$ cat src/rtl/ard_pkg.sv
`timescale 1ns / 1ps
package ard_pkg;

  typedef enum logic [2:0] {
    FN_ADD   = 3'd0,
    FN_REM   = 3'd1,
    FN_READ  = 3'd2,
    FN_WRITE = 3'd3,
    FN_CLEAR = 3'd4
  } func_t;

  typedef enum logic [1:0] {
    KIND_READ   = 2'd0,
    KIND_WRITE  = 2'd1,
    KIND_STATUS = 2'd2
  } kind_t;

  typedef enum logic [2:0] {
    ST_OK        = 3'd0,
    ST_NO_REGION = 3'd1,
    ST_DENIED    = 3'd2,
    ST_FULL      = 3'd3,
    ST_NOT_FOUND = 3'd4
  } status_t;

  typedef enum logic [2:0] {
    S_IDLE,
    S_WAIT,
    S_TBL,
    S_HIT,
    S_PICK,
    S_FAST,
    S_EMIT
  } state_t;

  localparam logic [3:0] MASK_RD     = 4'h1;
  localparam logic [3:0] MASK_RD_SUP = 4'h5;
  localparam logic [3:0] MASK_WR     = 4'h2;
  localparam logic [3:0] MASK_WR_SUP = 4'hA;
  localparam logic [7:0] BYTE_MASK   = 8'hff;

  typedef struct packed {
    logic [31:0] base;
    logic [31:0] len;
    logic [3:0]  flags;
    logic [7:0]  target;
  } entry_t;

  typedef struct packed {
    logic ins;  // take the entry of the newer neighbor
    logic rem;  // take the entry of the older neighbor
  } cell_ctl_t;

endpackage

$ cat src/rtl/ard_cell.sv
`timescale 1ns / 1ps
module ard_cell (
  input  logic              clk,
  input  ard_pkg::cell_ctl_t ctl,
  input  ard_pkg::entry_t   prev_ent,
  input  ard_pkg::entry_t   next_ent,
  input  logic [31:0]       look_addr,
  output ard_pkg::entry_t   ent,
  output logic              match,
  output logic              base_eq
);
  import ard_pkg::*;

  entry_t ent_r;
  logic   match_r;
  logic   eq_r;
  logic [31:0] diff;

  assign diff = look_addr - ent_r.base;

  always_ff @(posedge clk) begin
    if (ctl.ins) begin
      ent_r <= prev_ent;
    end else if (ctl.rem) begin
      ent_r <= next_ent;
    end
    match_r <= (look_addr >= ent_r.base) && (diff < ent_r.len);
    eq_r    <= (ent_r.base == look_addr);
  end

  assign ent     = ent_r;
  assign match   = match_r;
  assign base_eq = eq_r;
endmodule

$ cat config.mk
export PLATFORM = sky130hd
export DESIGN_NAME = ard_cell
export DESIGN_NICKNAME = d
export VERILOG_FILES = /design/src/rtl/ard_pkg.sv /design/src/rtl/ard_cell.sv
export SDC_FILE = /design/constraint.sdc
export NUM_CORES = 1
export LEC_CHECK = 0
export CORE_UTILIZATION = 40
export DETAILED_ROUTE_END_ITERATION = 10
export DONT_BUFFER_PORTS = 1
export GPL_TIMING_DRIVEN = 0
export PLACE_DENSITY_LB_ADDON = 0.3
export SLEW_MARGIN = 25
export SYNTH_ARGS = -nofsm -noshare
export SYNTH_HDL_FRONTEND = slang
export SYNTH_SLANG_ARGS = --single-unit
$ cat constraint.sdc
create_clock -name clk -period 7 [get_ports clk]
set_clock_uncertainty 0.15 [all_clocks]
set_input_delay 0.7 -clock clk [delete_from_list [all_inputs] [get_ports clk]]
set_output_delay 0.7 -clock clk [all_outputs]
set_load 0.005 [all_outputs]
After elaboration in Yosys (flattened, before gate mapping)

Index checks and enable logic that the tools add are counted.

Equal/unequal tests: 1
Muxes and demuxes: 2
Magnitude comparators: 2
Reductions and logical operators: 2
Add/sub/neg operators: 1

Operators by type and width:

| operator                           | number |
|---|---|
| 76-bit 2-to-1 mux                  | 2 |
| 32-bit equality test               | 1 |
| 32-bit greater-or-equal comparator | 1 |
| 32-bit less-than comparator        | 1 |
| 32-bit subtractor                  | 1 |
| 2-bit nonzero test                 | 1 |
| 1-bit logical AND                  | 1 |

Bits of input ports: 187
Logic and storage cells: 14
Output and inout bits: 78
Bits in registers: 78

Longest topological paths before layout

Gate-level depths: netlist of run 1.

Word-level depth: 3
Mapped depth: 16

Worst setup path before layout of run 1

No wires, ideal clock.

Kind: input port to flip-flop
Start point: input look_addr[13]
End point: register match_r, in the netlist match
Stages: 13
Data arrival time: 3.406 ns
Setup slack: 3.353 ns
Path buffers: 1
Required time: 6.759 ns
Library setup time: 0.091 ns
Cells stage by stage: ha_1 -> buf_6 -> and2_4 -> and3_4 -> a2111o_1 -> a311oi_2 -> o21ai_1 -> xor2_1 -> ha_1 -> and3_1 -> a221oi_1 -> o21ai_0 -> a311oi_1

Longest elaborated chain between the ends: 3

Ends and longest elaborated chain:

| element                     | RTL line       | source |
|---|---|---|
| start, declared             | ard_cell.sv:7  | `input logic [31:0] look_addr,` |
| 32-bit subtractor           | ard_cell.sv:19 | `assign diff = look_addr - ent_r.base;` |
| 32-bit less-than comparator | ard_cell.sv:27 | `match_r <= (look_addr >= ent_r.base) && (diff < ent_r.len);` |
| 1-bit logical AND (*)       | ard_cell.sv:27 |  |
| end signal, assigned        | ard_cell.sv:27 |  |
| end, declared               | ard_cell.sv:15 | `logic match_r;` |

Mark *: on every way between the ends. The rest lies on a longest branch, timed or not.
A chain may end at the register's enable or synchronous reset.

Worst setup path after layout of run 1

Start point: register ent_r, in the netlist ent[44]
End point: register match_r, in the netlist match

Longest elaborated chain between the ends: 3

Ends and longest elaborated chain:

| element                     | RTL line       | source |
|---|---|---|
| start, declared             | ard_cell.sv:14 | `entry_t ent_r;` |
| start signal, assigned      | ard_cell.sv:23 | `ent_r <= prev_ent;` |
| start signal, assigned      | ard_cell.sv:25 | `ent_r <= next_ent;` |
| 32-bit subtractor           | ard_cell.sv:19 |  |
| 32-bit less-than comparator | ard_cell.sv:27 |  |
| 1-bit logical AND (*)       | ard_cell.sv:27 |  |

Marks and branches as above.

==> impl_results.md, run 1 <==
* TritonCTS Buffers at 9
* Setup WS pre-CTS at 2.67 ns
* Std cell rows at 44
* Share of layout cells above drive strength 1 at 19.1%
* Post-route ant nets at 0
* Simple-Gate Fraction of Synth Area at 9.68%
* IO Pins at 265
* Iter 0 DRT Violations at 276
* Post-DP HPWL at 13.1 mm
* Antenna violations before repair at 0
* Synth Area in XOR/XNOR at 3.72%
* Mapped Area at 6110 sq um
* Hold Path Stages at 1
* CTS tree: done
* DR WL/cell at 19.9 microns
* All-Layer GR Usage at 20.2%
* YS warnings at 0
* Status: finished, violations left
* Leak at 0.00282 uW
* Vias/cell at 5.64
* Core Util, Final at 45.5%
* Fmax at 247 MHz
* Routability cong. at 0.848
* Post-synthesis sequential area ratio at 38.0%
* CP max stage delay at 0.52 ns
* Worst R2R Path Depth at 13
* CP Data Required Time at 7.05 ns
* Critical path class: register to register
* Flop2flop setup slack at 2.95 ns
* Fin crit period at 4.05 ns
* CP endpoint kind: register
* Sink Count at 78
* Synth cell types at 62
* Hold Buf Count CTS at 0
* Maximum root-to-sink buffer count at 2
* Core outline area at 14700 sq um
* Met1 WL at 6.73 mm
* Post-synth EDFFs at 76
* Uppermost layer routed: met4
* Synth top area share at 37.3%
* Largest family of logic cells by synthesized area: compound AO/OA/AOI/OAI gates
* MaxCap Viol Count at 0
* Die Width at 126 microns
* Setup TNS at 0 ns
* Violated checks: DRC
* Drc violations at 13
* Hold slack at 0.420 ns
* Die H at 126 microns
* Final setup violation count at 0
* ANT cells at 0
* Fin. Hold Viols at 0
* Met3 WL post-DR at 1.20 mm
* Worst-path clk slew at 0.06 ns
* FF-to-FF Start: ent[44]
* Worst min-delay path endpoint: ent[8]
* First-pass GRT wire length at 24.5 mm
* Synthesized Nets at 837
* Resized cells post-CTS at 0
* Slew @ Worst Pin at 0.739 ns
* Setup crit start kind: register
* Crit path max fanout at 4
* Dominant cells by area after synthesis: edfxtp_1, mux2_2, ha_1
* Mapped Cells at 586
* Nets at 849
* Mapped Avg Cell Area at 10.4 sq um
* CP bufs+invs at 0
* Register bit total from synthesis at 78
* TritonRoute pass-1 iters at 9
* Area grow syn2layout at 9.41%
* Synth Area in Compound Gates at 15.3%
* Setup bufs post-CTS at 0
* Max-slew violations at 0
* Post-synth top area cell: edfxtp_1
* Worst EP arrival at 4.11 ns
* Root Driver: clkbuf_16
* Worst vdd ir at 0.101 mV
* Post-Synth Adder-Cell Area at 13.2%
* Slowest CP cell: a2111oi_0
* Hold WC Path Type: input pin to register
* RR Endpoint: match
* Starting density of the core at 41.6%
* Period Utilization, post-route at 57.9%
* Total gr overflow at 0
* Crit-path leading delay family: compound AO/OA/AOI/OAI gates
* H-tree Lvls at 3
* Aggregate routed wire length at 15.7 mm
* Worst slew margin at 50.7%
* Post-synth top flop: edfxtp_1
* Largest net degree at the start of global routing at 46
* Die Footprint at 15800 sq um
* Worst-path cell chain: ha_1, fa_1, nand2b_1, a21oi_1, o2111ai_1, a21oi_1, a311oi_2, xnor2_1, ha_1, and3_1, nand4_1, a2111oi_0, a311oi_1
* Metal2 WL at 7.59 mm
* Setup ws final at 2.95 ns
* P per Cell Area at 252 nW/um^2
* FFs w/ async S/R, synth at 0%
* Unrepaired setup endpoints after global routing: false
* Pwr Total at 1690 uW
* IO Port Bufs at 0
* Number of global-route vias before repair at 4602
* Multiplexer share of the synthesized area at 14.2%
* Hold_sp: next_ent[8]
* Clk Latency, worst-skew pair at 0.34 ns
* Via count at 4435
-- cells in the final DEF (no fill, tap or decap), types with 3 or more instances in the layout --
cell / n
a21o_1: 15
and3_1: 3
edfxtp_1: 76
a21oi_1: 41
and2_1: 4
mux2_2: 76
buf_6: 3
nor2_1: 22
a221oi_1: 3
nand2_1: 25
xnor2_1: 16
a211o_1: 3
clkbuf_16: 9
buf_1: 5
ha_1: 63
a31oi_1: 5
nor2b_1: 6
a211oi_1: 7
o21ai_0: 23
nor3_1: 7
nand3_1: 11
a21boi_0: 3
nand2b_1: 8
o211ai_1: 4
nand4_1: 13
o21a_1: 7
o21ai_1: 5
or2_2: 3
xor2_1: 10
inv_1: 71
clkbuf_1: 7
-- worst max path at each step --
| stage | startpoint | to | cells past startpoint |
|---|---|---|---|
| after floorplan | look_addr[13] | match | 13 |
| after global placement | look_addr[0] | match | 15 |
| after detailed placement | look_addr[0] | match | 14 |
| after CTS | ent[44] | match | 13 |
| after global routing | ent[44] | match | 13 |
| final | ent[44] | match | 13 |
-- report_power, final --
group	switching, uW	total, uW	internal (uW)
registers	41.8	618	576
logic	313	558	245
clock network	195	511	315
total	550	1690	1140
-- synthesized netlist by cell type, types with 2 or more instances --
master    instances
nand3_1          11
and3_1            3
a211oi_1          7
nor2b_1           6
a311oi_2          2
nor3_1            7
nor4_1            2
o21ai_1           5
o21ai_0          23
buf_6             3
a221oi_1          3
buf_1             5
mux2_2           76
xor2_1           10
and2_1            4
a211o_1           3
xnor2_1          16
o41ai_1           2
inv_1            71
o21bai_1          2
o21a_1            7
buf_2             2
a31oi_1           5
nor2_1           22
o31ai_1           2
nand4_1          13
clkbuf_1          6
o211ai_1          4
edfxtp_1         76
a21o_1           15
nand2b_1          8
a21boi_0          3
ha_1             63
nand3b_1          2
dfxtp_1           2
nand2_1          25
a21oi_2           2
or2_2             4
a21oi_1          41
-- final cells by class --
| class | count | area, sq um |
|---|---|---|
| Multi-Input combinational cell | 420 | 3430 |
| Sequential cell | 78 | 2320 |
| Inverter | 71 | 267 |
| Buffer | 17 | 92.6 |
| Timing Repair Buffer | 1 | 20.0 |
| Tap cell | 184 | 230 |
| Clock inverter | 6 | 93.8 |
| Clock buffer | 10 | 229 |
| Fill cell | 1440 | 8010 |
-- logic make-up after synthesis --
logic type | count (synthesis)
fa+ha+maj | 64
mux | 77
xor+xnor | 26
simple gates | 114
flops | 78
buf+inv | 88
compound gates | 139
-- metal layers --
layer | global-route usage (%) | vias up
li1 | - | 2178
met2 | 33.3 | 174
met4 | 6.24 | 0
met1 | 25.2 | 2071
met5 | 0 | -
met3 | 6.29 | 12
-- sequential cells by signal (all words and copies together), names as in the netlist --
| register | count |
|---|---|
| match | 1 |
| base_eq | 1 |
| ent | 76 |
-- metrics by stage --
step           std cells  area [sq um]
2_1_floorplan        586          6110
3_3_place_gp         770          6340
3_5_place_dp         771          6370
4_1_cts              787          6690
5_1_grt              787          6690
6_report             787          6690
-- worst reg2reg max path: stages (launching register included) --
cell       delay [ns]
edfxtp_1         0.42
ha_1             0.24
fa_1             0.39
nand2b_1         0.18
a21oi_1          0.34
o2111ai_1        0.22
a21oi_1          0.35
a311oi_2         0.20
xnor2_1          0.18
ha_1             0.30
and3_1           0.17
nand4_1          0.16
a2111oi_0        0.52
a311oi_1         0.08
Power figures use the tool's default switching activity.
==> run 2: changes to the inputs <==
--- a/config.mk
+++ b/config.mk
@@ -5,6 +5,7 @@
 export SDC_FILE = /design/constraint.sdc
 export NUM_CORES = 1
 export LEC_CHECK = 0
+export ABC_AREA = 1
 export CORE_UTILIZATION = 40
 export DETAILED_ROUTE_END_ITERATION = 10
 export DONT_BUFFER_PORTS = 1
==> constraint.sdc (replaced) <==
create_clock -name clk -period 3.5 [get_ports clk]
set_clock_uncertainty 0.15 [all_clocks]
set_input_delay 0.35 -clock clk [delete_from_list [all_inputs] [get_ports clk]]
set_output_delay 0.35 -clock clk [all_outputs]
set_load 0.005 [all_outputs]
==> impl_results.md, run 2 <==
* Number of global-route vias before repair at 5035 (+9.4%)
* Final setup violation count at 0 (unchanged)
* Aggregate routed wire length at 17.7 mm (+13%)
* CP max stage delay at 0.43 ns (-0.09 ns)
* P per Cell Area at 469 nW/um^2 (+86%)
* Worst-path clk slew at 0.07 ns (about the same)
* Resized cells post-CTS at 0 (unchanged)
* Fmax at 313 MHz (+27%)
* Setup bufs post-CTS at 0 (unchanged)
* Comb pwr share at 33.3% (+0.2 points)
* Post-synth top area cell: edfxtp_1
* Share of layout cells above drive strength 1 at 4.07% (-15 points)
* Root Driver: clkbuf_16
* Largest register FFs at 76 (unchanged)
* TritonCTS Buffers at 9 (unchanged)
* Die H at 130 microns (+3.2%)
* IO Port Bufs at 0 (unchanged)
* Worst vdd ir at 0.219 mV (+120%)
* Synth top area share at 35.0% (-2.3 points)
* Crit-path leading delay family: simple AND/OR/NAND/NOR gates
* Iter 0 DRT Violations at 389 (+41%)
* Largest net degree at the start of global routing at 52 (+13%)
* Worst EP arrival at 3.30 ns (-0.81 ns)
* CP Data Required Time at 3.60 ns (-3.45 ns)
* Max-slew violations at 0 (unchanged)
* Hold WC Path Type: input pin to register
* Maximum root-to-sink buffer count at 2 (unchanged)
* Drc violations at 0 (-13)
* Unrepaired setup endpoints after global routing: false
* Area grow syn2layout at 9.43% (about the same)
* Synth top cells by count: nand2_1, inv_1, edfxtp_1
* Slowest CP cell: edfxtp_1
* ANT cells at 0 (unchanged)
* Dominant cells by area after synthesis: edfxtp_1, nand2_1, ha_1
* First-pass GRT wire length at 26.3 mm (+7.2%)
* Met2 usage at 35.5% (+2.2 points)
* Mapped Area at 6510 sq um (+6.6%)
* Sink Count at 78 (unchanged)
* FFs w/ async S/R, synth at 0% (unchanged)
* Total gr overflow at 0 (unchanged)
* H-tree Lvls at 3 (unchanged)
* Worst-path cell chain: ha_2, fa_1, inv_1, nand2_1, nand2_1, and2_2, nand2_1, nand2_1, nand2_1, nand2_2, nand2_1, nand3_1, nand2_1, ha_1, nand2_1, nor2_1, nand4_1, a21oi_1, nor2_1, nand2_1, nor2_1
* DR WL/cell at 14.7 microns (-26%)
* Crit path top cell by count: nand2_1
* M1 GR Usage at 27.5% (+2.3 points)
* Antenna violations before repair at 0 (unchanged)
* Die Width at 130 microns (+3.2%)
* Met3 Resource Use GR at 4.46% (-1.8 points)
* Hold Buf Count CTS at 0 (unchanged)
* Routability cong. at 0.882 (+4.0%)
* Post-synth EDFFs at 76 (unchanged)
* Via count at 5685 (+28%)
* Std cell rows at 46 (+4.5%)
* Top Usage Layer GRT: met2
* Setup crit start kind: register
* Pwr Total at 3340 uW (+98%)
* Clk pwr share at 29.5% (-0.8 points)
* Setup TNS at 0 ns (unchanged)
* Clk Latency, worst-skew pair at 0.35 ns (about the same)
* Core outline area at 15900 sq um (+8.1%)
* Sequential share of power at 37.2% (+0.6 points)
* Mapped Avg Cell Area at 6.74 sq um (-35%)
* Fin. Hold Viols at 0 (unchanged)
* Fin crit period at 3.20 ns (-0.856 ns)
* Leak at 0.00395 uW (+40%)
* Switching power at 1230 uW (+120%)
* Die Footprint at 16800 sq um (+6.5%)
* Register bit total from synthesis at 78 (unchanged)
* Most frequent cells in the layout: nand2_1, inv_1, edfxtp_1
* Post-route ant nets at 0 (unchanged)
* IO Pins at 265 (unchanged)
* Cell with the most instances after synthesis: nand2_1
* All-Layer GR Usage at 21.3% (+1.1 points)
* Nets at 1230 (+45%)
* CTS tree: done
* Int Pwr at 2120 uW (+86%)
* Net Sw Frac at 36.7% (+4.1 points)
* Worst slew margin at 52.5% (+1.8 points)
* Most common cell after layout, fill and taps aside: nand2_1
* CP bufs+invs at 1 (+1)
* TritonRoute pass-1 iters at 6 (-3)
* Post-synth top flop: edfxtp_1
* Crit path max fanout at 3 (-1)
* Mapped Cells at 967 (+65%)
* Synth cell types at 25 (-60%)
* Critical path class: register to register
* CP endpoint kind: register
* YS warnings at 0 (unchanged)
* Status: finished clean
* Slew @ Worst Pin at 0.712 ns (-0.0269 ns)
* Starting density of the core at 41.0% (-0.58 points)
* Post-synthesis sequential area ratio at 35.6% (-2.3 points)
* Synthesized Nets at 1218 (+46%)
* MaxCap Viol Count at 0 (unchanged)
* Post-DP HPWL at 14.9 mm (+14%)
* Period Utilization, post-route at 91.4% (+33 points)
* Vias/cell at 4.74 (-16%)
==> run 2: changes by cell type after synthesis, moves of 8 or more <==
cell,change
nand3_1,+16
nand2b_1,-8
xnor2_1,-15
nor2_1,+22
nand2_1,+432
a21o_1,-14
inv_1,+102
nand4_1,-10
o21ai_0,-13
mux2_2,-76
==> run 2: power by group through the flow <==
stage               registers [uW]  clock network (uW)  logic, uW
global route                  1260                1040       1290
detailed placement            1270                   0       1100
global placement              1270                   0       1080
floorplan                     1230                   0        846
CTS                           1250                1010       1110
finish                        1250                 985       1110
==> run 2: final timing paths <==
path	from	end	slack, ns	depth (start not counted)
max	ent[44]	match	0.30	21
min	next_ent[2]	ent[2]	0.02	2
max reg2reg	ent[44]	match	0.30	21
min reg2reg	ent[44]	base_eq	0.87	5
==> run 2: kinds of logic after synthesis <==
family,after synthesis,synth area share [%]
simple gates,555,33.5
buf+inv,190,11.0
flops,78,35.6
compound gates,65,5.38
fa+ha+maj,64,12.4
xor+xnor,15,2.02
==> run 2: metrics by stage <==
stage                     cells  worst slack, ns  hold WS, ns  area, sq um  utilization (%)
final                      1200            0.301       0.0228         7130             44.9
after global routing       1200         0.000843       0.0152         7130             44.9
after CTS                  1200            0.201       0.0125         7120             44.8
after detailed placement   1184            0.208        0.384         6820             42.9
after global placement     1183            0.212        0.380         6790             42.7
after floorplan             967            0.705        0.379         6520                -
==> run 2: layout make-up <==
type / instances / area, sq um
flip-flops and latches: 78 / 2320
clock buffers: 9 / 225
repair buffers: 1 / 27.5
multi-input cells: 699 / 3480
inverters: 173 / 649
clock inverters: 7 / 83.8
plain buffers: 17 / 68.8
fillers: 1692 / 8760
well taps: 216 / 270
==> run 2: worst reg2reg max path, stage by stage (launching register included) <==
cell and delay [ns]:
edfxtp_1 0.43, ha_2 0.21, fa_1 0.40, inv_1 0.10, nand2_1 0.06, nand2_1 0.07, and2_2 0.16, nand2_1 0.06
nand2_1 0.09, nand2_1 0.07, nand2_2 0.10, nand2_1 0.09, nand3_1 0.07, nand2_1 0.07, ha_1 0.27, nand2_1 0.05
nor2_1 0.13, nand4_1 0.13, a21oi_1 0.14, nor2_1 0.05, nand2_1 0.12, nor2_1 0.05
==> run 2: layer usage <==
metal  vias up  part of all wire, %  wire length, microns
met2       172                   49                  8630
met5         -                    0                     0
li1       3002                    -                     -
met1      2488                   44                  7800
met4         0                  1.9                   333
met3        23                  5.2                   915
